**src/sv/u8u16_pkg.sv**
```systemverilog
// Package for the UTF-8 to UTF-16 transcoder.
// Holds the result item type, the decoder output bundle and the fixed constants.
// No dependencies.
`default_nettype none

package u8u16_pkg;

   localparam int CODE_W      = 21;
   localparam int QUEUE_DEPTH = 3;

   localparam logic [1:0]        REM_NONE       = 2'd0;
   localparam logic [1:0]        REM_ONE        = 2'd1;
   localparam logic [1:0]        REM_TWO        = 2'd2;
   localparam logic [1:0]        REM_THREE      = 2'd3;
   localparam logic [CODE_W-1:0] BMP_LOW_MAX    = 21'h00D7FF;
   localparam logic [CODE_W-1:0] BMP_HIGH_MIN   = 21'h00E000;
   localparam logic [CODE_W-1:0] BMP_MAX        = 21'h00FFFF;
   localparam logic [CODE_W-1:0] SUPP_BASE      = 21'h010000;
   localparam logic [15:0]       HIGH_SURR_BASE = 16'hD800;
   localparam logic [15:0]       LOW_SURR_BASE  = 16'hDC00;

   typedef struct packed {
      logic [CODE_W-1:0] code_unit;
      logic              unit_valid;
      logic              end_of_string;
      logic              truncated;
   } result_type;

   typedef struct packed {
      logic [1:0] count;
      result_type first;
      result_type second;
   } decode_out_type;

endpackage

`default_nettype wire

```
**src/sv/u8u16_channels.sv**
```systemverilog
// Handshake channel interfaces of the transcoder: byte input, result output
// and the mode register write port. Depends on u8u16_pkg for the code width.
`default_nettype none

interface u8u16_req_if;
   logic       valid;
   logic       ready;
   logic [7:0] byte_in;
   logic       last_byte;
   modport source (output valid, output byte_in, output last_byte, input ready);
   modport sink (input valid, input byte_in, input last_byte, output ready);
endinterface

interface u8u16_rsp_if;
   logic                            valid;
   logic                            ready;
   logic [u8u16_pkg::CODE_W-1:0]    code_unit;
   logic                            unit_valid;
   logic                            end_of_string;
   logic                            truncated;
   modport source (output valid, output code_unit, output unit_valid,
                   output end_of_string, output truncated, input ready);
   modport sink (input valid, input code_unit, input unit_valid,
                 input end_of_string, input truncated, output ready);
endinterface

interface u8u16_csr_if;
   logic valid;
   logic ready;
   logic output_utf32;
   modport source (output valid, output output_utf32, input ready);
   modport sink (input valid, input output_utf32, output ready);
endinterface

`default_nettype wire

```
**src/sv/utf8_to_utf16_transcoder.sv**
```systemverilog
// Top level of the UTF-8 to UTF-16/UTF-32 transcoder: input register, mode
// register, decoder and result queue. Depends on u8u16_pkg, u8u16_channels,
// u8u16_decode and u8u16_out_queue.
//
//  channel | dir | payload                                          | transfer
//  req     | in  | byte_in[7:0], last_byte                          | valid & ready
//  rsp     | out | code_unit[20:0], unit_valid, end_of_string, trunc | valid & ready
//  csr     | in  | output_utf32                                     | valid & ready
//
// One byte per cycle sustained while req is not stalled; a surrogate pair adds one rsp beat.
// After the byte transfer, the first result passes the input register, then the
// result queue register, before it can transfer on rsp.
// req stalls only while the three-entry result queue holds two or more results.
// Synchronous reset clears sequence state, queue and mode (UTF-16).
// csr is always ready.
`default_nettype none

module utf8_to_utf16_transcoder (
   input  wire logic    clock,
   input  wire logic    reset,
   u8u16_req_if.sink    req,
   u8u16_rsp_if.source  rsp,
   u8u16_csr_if.sink    csr
);

   logic       in_valid_ff, in_valid_in;
   logic [7:0] in_byte_ff, in_byte_in;
   logic       in_last_ff, in_last_in;
   logic       mode_ff, mode_in;
   logic       room;
   logic       consume;
   logic       req_take;
   u8u16_pkg::decode_out_type dec_out;

   assign consume   = in_valid_ff && room;
   assign req.ready = !in_valid_ff || room;
   assign req_take  = req.valid && req.ready;
   assign csr.ready = 1'b1;

   always_comb begin
      in_valid_in = req_take ? 1'b1 : (consume ? 1'b0 : in_valid_ff);
      in_byte_in  = req_take ? req.byte_in : in_byte_ff;
      in_last_in  = req_take ? req.last_byte : in_last_ff;
      mode_in     = (csr.valid && csr.ready) ? csr.output_utf32 : mode_ff;
   end

   always_ff @(posedge clock) begin
      if (reset) begin
         in_valid_ff <= 1'b0;
         mode_ff     <= 1'b0;
      end else begin
         in_valid_ff <= in_valid_in;
         mode_ff     <= mode_in;
      end
   end

   always_ff @(posedge clock) begin
      in_byte_ff <= in_byte_in;
      in_last_ff <= in_last_in;
   end

   u8u16_decode u_decode (
      .clock        (clock),
      .reset        (reset),
      .consume      (consume),
      .byte_in      (in_byte_ff),
      .last_byte    (in_last_ff),
      .output_utf32 (mode_ff),
      .dec_out      (dec_out)
   );

   u8u16_out_queue u_queue (
      .clock   (clock),
      .reset   (reset),
      .push    (consume),
      .dec_out (dec_out),
      .room    (room),
      .rsp     (rsp)
   );

   a_stall_holds: assert property (@(posedge clock) disable iff (reset)
      in_valid_ff && !room |=> in_valid_ff && $stable(in_byte_ff) && $stable(in_last_ff))
      else $error("pending byte lost while stalled");
   a_no_take_full: assert property (@(posedge clock) disable iff (reset)
      in_valid_ff && !room |-> !req_take)
      else $error("byte taken over a pending one");
   a_mode_change: assert property (@(posedge clock) disable iff (reset)
      !(csr.valid && csr.ready) |=> $stable(mode_ff))
      else $error("mode changed without a csr transfer");

endmodule

`default_nettype wire

```
**src/sv/u8u16_decode.sv**
```systemverilog
// Byte decoder: sequence state registers plus the code point to code unit logic.
// Produces up to two results per consumed byte. Depends on u8u16_pkg.
`default_nettype none

module u8u16_decode (
   input  wire logic                      clock,
   input  wire logic                      reset,
   input  wire logic                      consume,
   input  wire logic [7:0]                byte_in,
   input  wire logic                      last_byte,
   input  wire logic                      output_utf32,
   output u8u16_pkg::decode_out_type      dec_out
);

   logic [1:0]                         rem_ff, rem_in;
   logic [u8u16_pkg::CODE_W-1:0]       gath_ff, gath_in;
   logic [1:0]                         rem_next;
   logic [u8u16_pkg::CODE_W-1:0]       gath_next;
   logic [u8u16_pkg::CODE_W-1:0]       supp_off;
   u8u16_pkg::result_type              marker;

   always_comb begin
      if (rem_ff == u8u16_pkg::REM_NONE) begin
         if (byte_in[7] == 1'b0) begin
            gath_next = {13'd0, byte_in};
            rem_next  = u8u16_pkg::REM_NONE;
         end else if (byte_in[7:5] == 3'b110) begin
            gath_next = {16'd0, byte_in[4:0]};
            rem_next  = u8u16_pkg::REM_ONE;
         end else if (byte_in[7:4] == 4'b1110) begin
            gath_next = {17'd0, byte_in[3:0]};
            rem_next  = u8u16_pkg::REM_TWO;
         end else begin
            gath_next = {18'd0, byte_in[2:0]};
            rem_next  = u8u16_pkg::REM_THREE;
         end
      end else begin
         gath_next = {gath_ff[14:0], byte_in[5:0]};
         rem_next  = rem_ff - 2'd1;
      end
   end

   assign supp_off = gath_next - u8u16_pkg::SUPP_BASE;

   always_comb begin
      marker               = '0;
      marker.end_of_string = 1'b1;
      dec_out              = '0;
      if (rem_next != u8u16_pkg::REM_NONE) begin
         if (last_byte) begin
            dec_out.count           = 2'd1;
            dec_out.first           = marker;
            dec_out.first.truncated = 1'b1;
         end
      end else if (output_utf32 || gath_next <= u8u16_pkg::BMP_LOW_MAX ||
                   (gath_next >= u8u16_pkg::BMP_HIGH_MIN &&
                    gath_next <= u8u16_pkg::BMP_MAX)) begin
         dec_out.count               = 2'd1;
         dec_out.first.code_unit     = gath_next;
         dec_out.first.unit_valid    = 1'b1;
         dec_out.first.end_of_string = last_byte;
      end else if (gath_next < u8u16_pkg::SUPP_BASE) begin
         if (last_byte) begin
            dec_out.count = 2'd1;
            dec_out.first = marker;
         end
      end else begin
         dec_out.count                = 2'd2;
         dec_out.first.code_unit      =
            {5'd0, u8u16_pkg::HIGH_SURR_BASE + {6'd0, supp_off[19:10]}};
         dec_out.first.unit_valid     = 1'b1;
         dec_out.second.code_unit     =
            {5'd0, u8u16_pkg::LOW_SURR_BASE + {6'd0, supp_off[9:0]}};
         dec_out.second.unit_valid    = 1'b1;
         dec_out.second.end_of_string = last_byte;
      end
   end

   always_comb begin
      rem_in  = rem_ff;
      gath_in = gath_ff;
      if (consume) begin
         if (last_byte || rem_next == u8u16_pkg::REM_NONE) begin
            rem_in  = u8u16_pkg::REM_NONE;
            gath_in = '0;
         end else begin
            rem_in  = rem_next;
            gath_in = gath_next;
         end
      end
   end

   always_ff @(posedge clock) begin
      if (reset) begin
         rem_ff  <= u8u16_pkg::REM_NONE;
         gath_ff <= '0;
      end else begin
         rem_ff  <= rem_in;
         gath_ff <= gath_in;
      end
   end

   a_last_clears: assert property (@(posedge clock) disable iff (reset)
      consume && last_byte |=> rem_ff == u8u16_pkg::REM_NONE && gath_ff == '0)
      else $error("state not cleared after last byte");
   a_pair_not_utf32: assert property (@(posedge clock) disable iff (reset)
      dec_out.count == 2'd2 |-> !output_utf32 && rem_next == u8u16_pkg::REM_NONE)
      else $error("surrogate pair outside UTF-16 completion");
   a_hold_idle: assert property (@(posedge clock) disable iff (reset)
      !consume |=> $stable(rem_ff) && $stable(gath_ff))
      else $error("decoder state moved without a consumed byte");

endmodule

`default_nettype wire

```
**src/sv/u8u16_out_queue.sv**
```systemverilog
// Three-entry result queue that takes zero to two results per cycle and
// presents one per transfer on the rsp channel. Depends on u8u16_pkg.
`default_nettype none

module u8u16_out_queue (
   input  wire logic                       clock,
   input  wire logic                       reset,
   input  wire logic                       push,
   input  wire u8u16_pkg::decode_out_type  dec_out,
   output logic                            room,
   u8u16_rsp_if.source                     rsp
);

   function automatic logic [1:0] ptr_inc(input logic [1:0] p);
      ptr_inc = (p == 2'(u8u16_pkg::QUEUE_DEPTH - 1)) ? 2'd0 : p + 2'd1;
   endfunction

   u8u16_pkg::result_type entry_ff [u8u16_pkg::QUEUE_DEPTH];
   logic [1:0] wr_ptr_ff, wr_ptr_in;
   logic [1:0] rd_ptr_ff, rd_ptr_in;
   logic [1:0] count_ff, count_in;
   logic [1:0] push_cnt;
   logic       pop;

   assign push_cnt = push ? dec_out.count : 2'd0;
   assign pop      = rsp.valid && rsp.ready;
   assign room     = count_ff <= 2'd1;

   assign rsp.valid         = count_ff != 2'd0;
   assign rsp.code_unit     = entry_ff[rd_ptr_ff].code_unit;
   assign rsp.unit_valid    = entry_ff[rd_ptr_ff].unit_valid;
   assign rsp.end_of_string = entry_ff[rd_ptr_ff].end_of_string;
   assign rsp.truncated     = entry_ff[rd_ptr_ff].truncated;

   always_comb begin
      wr_ptr_in = wr_ptr_ff;
      if (push_cnt == 2'd1) begin
         wr_ptr_in = ptr_inc(wr_ptr_ff);
      end else if (push_cnt == 2'd2) begin
         wr_ptr_in = ptr_inc(ptr_inc(wr_ptr_ff));
      end
      rd_ptr_in = pop ? ptr_inc(rd_ptr_ff) : rd_ptr_ff;
      count_in  = count_ff + push_cnt - {1'b0, pop};
   end

   always_ff @(posedge clock) begin
      if (reset) begin
         wr_ptr_ff <= '0;
         rd_ptr_ff <= '0;
         count_ff  <= '0;
      end else begin
         wr_ptr_ff <= wr_ptr_in;
         rd_ptr_ff <= rd_ptr_in;
         count_ff  <= count_in;
      end
   end

   always_ff @(posedge clock) begin
      if (push_cnt != 2'd0) begin
         entry_ff[wr_ptr_ff] <= dec_out.first;
      end
      if (push_cnt == 2'd2) begin
         entry_ff[ptr_inc(wr_ptr_ff)] <= dec_out.second;
      end
   end

   a_count_bound: assert property (@(posedge clock) disable iff (reset)
      count_ff <= 2'(u8u16_pkg::QUEUE_DEPTH))
      else $error("result queue overflow");
   a_push_room: assert property (@(posedge clock) disable iff (reset)
      push_cnt != 2'd0 |-> room)
      else $error("push without room");
   a_ptr_range: assert property (@(posedge clock) disable iff (reset)
      wr_ptr_ff != 2'd3 && rd_ptr_ff != 2'd3)
      else $error("queue pointer out of range");

endmodule

`default_nettype wire
```
**src/flat_wrapper.sv**
```systemverilog
// flat-port wrapper written by rule: the top's interface ports become plain ports
module utf8_to_utf16_transcoder_flat 
  (clock, reset, req_valid, req_byte_in, req_last_byte, req_ready, rsp_valid, rsp_code_unit, rsp_unit_valid, rsp_end_of_string, rsp_truncated, rsp_ready, csr_valid, csr_output_utf32, csr_ready);
  u8u16_req_if req_i ();
  u8u16_rsp_if rsp_i ();
  u8u16_csr_if csr_i ();
  input  wire logic clock;
  input  wire logic reset;
  input wire logic [$bits(req_i.valid)-1:0] req_valid;
  input wire logic [$bits(req_i.byte_in)-1:0] req_byte_in;
  input wire logic [$bits(req_i.last_byte)-1:0] req_last_byte;
  output wire logic [$bits(req_i.ready)-1:0] req_ready;
  output wire logic [$bits(rsp_i.valid)-1:0] rsp_valid;
  output wire logic [$bits(rsp_i.code_unit)-1:0] rsp_code_unit;
  output wire logic [$bits(rsp_i.unit_valid)-1:0] rsp_unit_valid;
  output wire logic [$bits(rsp_i.end_of_string)-1:0] rsp_end_of_string;
  output wire logic [$bits(rsp_i.truncated)-1:0] rsp_truncated;
  input wire logic [$bits(rsp_i.ready)-1:0] rsp_ready;
  input wire logic [$bits(csr_i.valid)-1:0] csr_valid;
  input wire logic [$bits(csr_i.output_utf32)-1:0] csr_output_utf32;
  output wire logic [$bits(csr_i.ready)-1:0] csr_ready;
  assign req_i.valid = req_valid;
  assign req_i.byte_in = req_byte_in;
  assign req_i.last_byte = req_last_byte;
  assign req_ready = req_i.ready;
  assign rsp_valid = rsp_i.valid;
  assign rsp_code_unit = rsp_i.code_unit;
  assign rsp_unit_valid = rsp_i.unit_valid;
  assign rsp_end_of_string = rsp_i.end_of_string;
  assign rsp_truncated = rsp_i.truncated;
  assign rsp_i.ready = rsp_ready;
  assign csr_i.valid = csr_valid;
  assign csr_i.output_utf32 = csr_output_utf32;
  assign csr_ready = csr_i.ready;
  utf8_to_utf16_transcoder u_core (.clock(clock), .reset(reset), .req(req_i), .rsp(rsp_i), .csr(csr_i));
endmodule
```
**config.mk**
```make
export PLATFORM = sky130hd
export DESIGN_NAME = utf8_to_utf16_transcoder_flat
export DESIGN_NICKNAME = d
export VERILOG_FILES = /design/src/sv/u8u16_pkg.sv /design/src/sv/u8u16_channels.sv /design/src/sv/utf8_to_utf16_transcoder.sv /design/src/sv/u8u16_decode.sv /design/src/sv/u8u16_out_queue.sv /design/src/flat_wrapper.sv
export SDC_FILE = /design/constraint.sdc
export NUM_CORES = 1
export LEC_CHECK = 0
export BUFFER_PORTS_ARGS = -buffer_cell sky130_fd_sc_hd__buf_4
export CORE_MARGIN = 5
export CORE_UTILIZATION = 32
export CTS_CLUSTER_SIZE = 40
export DETAILED_ROUTE_END_ITERATION = 10
export PLACE_DENSITY = 0.59
export SKIP_LAST_GASP = 1
export SYNTH_ARGS = -nofsm -noshare
export SYNTH_HDL_FRONTEND = slang
export SYNTH_SLANG_ARGS = --single-unit
export TNS_END_PERCENT = 10
```
**constraint.sdc**
```tcl
create_clock -name clock -period 4.1 [get_ports clock]
set_input_delay 1.23 -clock clock [delete_from_list [all_inputs] [get_ports clock]]
set_output_delay 1.23 -clock clock [all_outputs]
set_load 0.1 [all_outputs]
```
# [Word level (Yosys, flattened, before mapping)]
# Memories as Yosys holds them, arrays and structs flattened. A register that Yosys moved wholly into a read port is not among the register bits.
# Cells that the tools add are included.
[totals] register_bits=34 ramBits=72 output_inout_bits=27 n_memories=1 input_bits=15
[mem_list] name="u_core.u_queue.entry_ff" depth=3 word_bits=24 rd=1 rd_clocked_by_memory_dff=1 wr=2 line="u8u16_out_queue.sv:18" source="u8u16_pkg::result_type entry_ff [u8u16_pkg::QUEUE_DEPTH];"
[classes] mux=33 n_eq_ne=7 add_sub_neg=9 magnitude_cmp=5 reduce_logical=16
[ops] cell="25-bit 2-to-1 mux" n=3
[ops] cell="24-bit 2-to-1 mux" n=2
[ops] cell="21-bit by 16-bit <= comparator with 1-bit output (second input constant)" n=2
[ops] cell="15-bit by 11-bit adder with 16-bit output (first input constant)" n=2
[ops] cell="2-bit 2-to-1 mux" n=13
[ops] cell="26-bit 2-to-1 mux" n=1
[ops] cell="23-bit 2-to-1 mux" n=1
[ops] cell="21-bit by 16-bit >= comparator with 1-bit output (second input constant)" n=1
[ops] cell="21-bit by 17-bit less-than comparator with 1-bit output (second input constant)" n=1
[ops] cell="21-bit 2-to-1 mux" n=1
[ops] cell="20-bit by 17-bit subtractor with 20-bit output (second input constant)" n=1
[ops] cell="18-bit 2-to-1 mux" n=1
[ops] cell="15-bit 2-to-1 mux" n=1
[ops] cell="2-bit nonzero test" n=5
[ops] cell="2-bit equality test (second input constant)" n=4
[ops] cell="1-bit 2-to-1 mux" n=7
[ops] cell="7-bit 2-to-1 mux" n=1
[ops] cell="2-bit by 1-bit adder with 2-bit output (second input constant)" n=3
[ops] cell="5-bit 2-to-1 mux" n=1
[ops] cell="4-bit equality test (second input constant)" n=1
[ops] cell="1-bit logical AND" n=4
[ops] cell="2-bit logical NOT" n=2
[ops] cell="1-bit logical OR" n=4
[ops] cell="4-bit 2-to-1 mux" n=1
[ops] cell="other kinds (7)" n=7

# [Depth between registers and ports, before layout]
[logic_depth] ltp_word=14 depth_mapped=18 ltp_nobuf=14

# [Modules after synthesis]
# Synthesis repeated with hierarchy kept, for this count alone.
[hier_totals] cells_unflattened=519 area_unflattened_um2=5965.7
[by_module_without_submodules] mod="u8u16_out_queue" area_each_um2=4060.1 cells_each=288 instances=1
[by_module_without_submodules] mod="u8u16_decode" area_each_um2=1527.7 cells_each=211 instances=1
[by_module_without_submodules] mod="utf8_to_utf16_transcoder" area_each_um2=377.9 cells_each=20 instances=1

# [Worst setup path before layout]
# OpenSTA, ideal clock, no wires.
[synth_timing] kind="flip-flop to output port" from="register with a tool-made name" to="output port rsp_code_unit[0]" path_slack_ns=-0.407 arrival_ns=3.277 stages_incl_launch_ff=5 n_path_buf=2 path_cell_list="dfxtp_1 -> clkbuf_1 -> buf_1 -> mux2i_1 -> o21ai_0"
[synth_lines] item="end, declared" line="flat_wrapper.sv:14" source="output wire logic [$bits(rsp_i.code_unit)-1:0] rsp_code_unit;"

# [Final worst setup path]
[layout_timing] from="register u_core.u_decode.rem_ff[0]" to="register u_core.u_queue.count_ff[1]"
[layout_via] elab_chain_cells=10 elab_cells_between_ends=18 cone_classes="add/sub (3); order compare (4); mux (6); reduce/logical (5)"
[layout_lines] item="start, declared" line="u8u16_decode.sv:15" source="logic [1:0] rem_ff, rem_in;"
[layout_lines] item="start signal, assigned" line="u8u16_decode.sv:95" source="rem_ff <= u8u16_pkg::REM_NONE;"
[layout_lines] item="start signal, assigned" line="u8u16_decode.sv:98" source="rem_ff <= rem_in;"
[layout_lines] item="2-bit logical NOT" line="u8u16_decode.sv:23" source="if (rem_ff == u8u16_pkg::REM_NONE) begin"
[layout_lines] item="21-bit 2-to-1 mux" line="u8u16_decode.sv:23"
[layout_lines] item="21-bit by 16-bit <= comparator with 1-bit output, or another cell as far along" line="u8u16_decode.sv:55" source="end else if (output_utf32 || gath_next <= u8u16_pkg::BMP_LOW_MAX ||"
[layout_lines] item="1-bit logical OR / 1-bit logical AND (equally long branches)" line="u8u16_decode.sv:55, u8u16_decode.sv:56"
[layout_lines] item="1-bit logical OR" line="u8u16_decode.sv:55"
[layout_lines] item="25-bit 2-to-1 mux" line="u8u16_decode.sv:55"
[layout_lines] item="26-bit 2-to-1 mux *" line="u8u16_decode.sv:49" source="if (rem_next != u8u16_pkg::REM_NONE) begin"
[layout_lines] item="2-bit 2-to-1 mux *" line="u8u16_out_queue.sv:25" source="assign push_cnt = push ? dec_out.count : 2'd0;"
[layout_lines] item="2-bit adder *" line="u8u16_out_queue.sv:43" source="count_in = count_ff + push_cnt - {1'b0, pop};"
[layout_lines] item="2-bit by 1-bit subtractor with 2-bit output *" line="u8u16_out_queue.sv:43"
[layout_lines] item="end signal, assigned" line="u8u16_out_queue.sv:54" source="count_ff <= count_in;"
[layout_lines] item="end, declared" line="u8u16_out_queue.sv:21" source="logic [1:0] count_ff, count_in;"
# Mark *: on every way between the ends. The rest lies on a longest branch, timed or not.
# A chain may end at the register's enable or synchronous reset.

==> metrics.yaml <==
grt_pass1_wl_um: 24600
power_density_nw_per_um2: 504
critical_path.cell_chain: "or2_2 -> nand2_1 -> ha_1 -> nand4b_1 -> nor4_4 -> nand4_1 -> a211oi_2 -> o21ai_0 -> a21oi_1 -> xnor2_1 -> ha_1 -> xor2_1 -> a211o_1 -> nand2_1"
grt_max_degree: 47
dr.first_iter.drc_count: 491
worstReg2RegEnd: "u_core.u_queue.count_ff[1]$_SDFF_PP0_"
drive_gt1_frac: 0.144
cts_tree: "done"
ys.flop_type: "edfxtp_1"
first_global_vias: 4372
tightest_slew_ns: 1.14
holdCritPathClass: "reg2reg"
cp_max_fo: 19
synth_top_family_by_area: "compound AO/OA/AOI/OAI gates"
tns_ns: 0
synthAdderAreaFrac: 0.00706
end_kind: "flip-flop"
max_freq_mhz: 271
whs_endpoint: "u_core.u_queue.entry_ff[2][0]$_SDFFE_PP0P_"
cp.depth: 14
ios: 42
ant_nets: 0
ys_seq_area_frac: 0.520
postCtsSetupBuffers: 0
syn_nets: 560
critPathMaxStageDelay_ns: 0.52
holdPathStages: 2
p_leak_uw: 0.00203
slew_violations: 0
place_congestion: 0.951
crit_required_ns: 4.41
dr.pass1.iters: 5
placed_area_um2: 5810
max-cap-violations: 0
cts_resized: 0
finalNonFillerCells: 790
chipWidth_um: 139
dp_hpwl_um: 11500
avgSynthCellArea_um2: 9.80
path_delay_family: "simple AND/OR/NAND/NOR gates"
vias: 4394
vias_per_cell: 5.56
syn_inst: 542
min_period_over_period: 0.900
yosysMostFrequentCell: "nand2_1"
synth_cell_type_count: 61
cts_sinks: 108
overflow: 0
ff2ff_setup_slack_ns: 0.41
synth_top_cell_by_area: "edfxtp_1"
grt_use_total: 0.160
status: "finished clean"
synth_seq_cells: 108
whs_ns: 0.460
synth_xor_area_frac: 0.00659
cts_buffer_depth: 2
timing_worst_setup_path_type: "reg2reg"
portBuffers: 40
diodes: 0
die_area_um2: 19300
synthSimpleGateAreaFrac: 0.173
synth_warnings: 0
clock_latency_ns: 0.36
synth_compound_gate_area_share: 0.203
reg2reg_depth: 14
nNetsFinal: 583
slew_headroom: 0.238
path_buf_inv: 0
area_delta_synth_final_pct: 15.0
clk_pin_slew_ns: 0.07
cts_hold_buf: 0
setup_viol: 0
synth_common_cells: "nand2_1 (70), edfxtp_1 (60), dfxtp_1 (48)"
wl_um: 15500
fin_area_um2: 6110
coreArea_um2: 16500
design_power_total_uw: 3080
synthMuxAreaShare: 0.0490
crit_arrival_ns: 4.00
finClkSkew_ns: 0.0103
h-tree-depth: 3
synth_top_area_share: 0.339
wl_per_cell_um: 19.6
drc: 0
placementRows: 47
worstSetupStartpointType: "flip-flop"
syn-cell-area_um2: 5310
layout_min_cycle_time_ns: 3.69
antenna_found_initial: 0
ir_drop_mv: 0.411
ys_async_sr_fraction: 0
dieHeight_um: 139
cts_made_buffers: 9
hold_viol: 0
nFillCells: 1683
synth-edff-count: 60
r2r_start: "u_core.u_decode.rem_ff[0]$_SDFFE_PP0P_"
hp-start: "u_core.u_queue.entry_ff[2][0]$_SDFFE_PP0P_"
start_util: 0.323
dp.cells: 774
yosys-top-cells-area: "edfxtp_1 (34%), dfxtp_1 (18%), nand2_1 (4.9%)"
rsz0062_at_grt: "no"
slowest_stage: "a211oi_2"
cts_root_buf: "clkbuf_16"
-- flip-flops by register name, indices dropped and copies added (netlist names), named ones only --
name,flops
u_core.u_queue.wr_ptr_ff,2
u_core.u_queue.entry_ff,72
u_core.u_queue.rd_ptr_ff,2
u_core.mode_ff,1
u_core.u_decode.rem_ff,2
u_core.in_valid_ff,1
u_core.in_byte_ff,8
u_core.u_queue.count_ff,2
u_core.in_last_ff,1
u_core.u_decode.gath_ff,15
-- per-layer routing --
metal | share of wire | GRT usage | routed length [um] | vias to the layer above
met5 | 0 | 0 | 0 | -
met4 | 0.025 | 0.0582 | 382 | 0
met3 | 0.060 | 0.0331 | 924 | 28
met2 | 0.47 | 0.255 | 7280 | 153
met1 | 0.45 | 0.217 | 6930 | 2145
li1 | - | - | - | 2068
-- layout make-up --
cell class / instances / area, um^2 / share of cell area
timing repair buffer: 55 / 413 / 0.0676
multi-input combinational: 385 / 2340 / 0.382
inverter: 6 / 22.5 / 0.00369
sequential: 108 / 2760 / 0.452
clock inverter: 2 / 35.0 / 0.00574
tap: 220 / 275 / 0.0451
clock buffer: 14 / 264 / 0.0432
-- worst reg2reg max path: stages, from the launching register on --
cell,delay (ns)
dfxtp_1,0.40
or2_2,0.51
nand2_1,0.17
ha_1,0.15
nand4b_1,0.15
nor4_4,0.27
nand4_1,0.19
a211oi_2,0.52
o21ai_0,0.20
a21oi_1,0.24
xnor2_1,0.12
ha_1,0.21
xor2_1,0.17
a211o_1,0.27
nand2_1,0.06
-- report_power, final --
group	total [uW]	switching [uW]	leakage, uW	internal, uW
Clock	880	373	0.000147	507
Sequential	1260	54.1	0.000957	1210
Combinational	934	714	0.000929	220
Total	3080	1140	0.00203	1940
-- placed cells by master (no fill, tap or decap), drive strengths merged, types with 8 or more instances in the layout --
cell type / n
a21oi: 38
a22o: 21
a22oi: 9
buf: 55
clkbuf: 14
dfxtp: 48
edfxtp: 60
mux2i: 26
nand2: 70
nand3: 13
nand4: 10
nor2: 38
nor3: 13
nor4: 8
o21ai: 50
o22ai: 14
-- worst max path at each step --
stage	from	slack, ns	endpoint
final	u_core.u_decode.rem_ff[0]$_SDFFE_PP0P_	0.41	u_core.u_queue.count_ff[1]$_SDFF_PP0_
after global routing	u_core.u_decode.rem_ff[0]$_SDFFE_PP0P_	0.17	u_core.u_queue.count_ff[1]$_SDFF_PP0_
after CTS	u_core.u_decode.rem_ff[0]$_SDFFE_PP0P_	0.46	u_core.u_queue.count_ff[1]$_SDFF_PP0_
after detailed placement	u_core.u_decode.rem_ff[0]$_SDFFE_PP0P_	0.48	u_core.u_queue.count_ff[1]$_SDFF_PP0_
after global placement	u_core.u_decode.rem_ff[0]$_SDFFE_PP0P_	0.70	u_core.u_queue.count_ff[1]$_SDFF_PP0_
after floorplan	flip-flop	-0.41	rsp_code_unit[2]
-- stage by stage --
stage | worst slack (ns) | utilization
2_1_floorplan | -0.407 | -
3_3_place_gp | 0.700 | 0.353
3_5_place_dp | 0.479 | 0.353
4_1_cts | 0.464 | 0.371
5_1_grt | 0.174 | 0.371
6_report | 0.409 | 0.371
-- logic make-up (layout without fill, tap and decap cells) --
family / Yosys count / count (layout)
AOI/OAI and AO/OA: 165 / 165
xor gates and xnor gates: 4 / 4
adders and majority gates: 3 / 3
buffers and inverters: 49 / 77
DFF: 108 / 108
muxes: 26 / 26
other: 1 / 1
and+or+nand+nor: 186 / 186
Note: power is estimated with default switching activity, not from simulation.
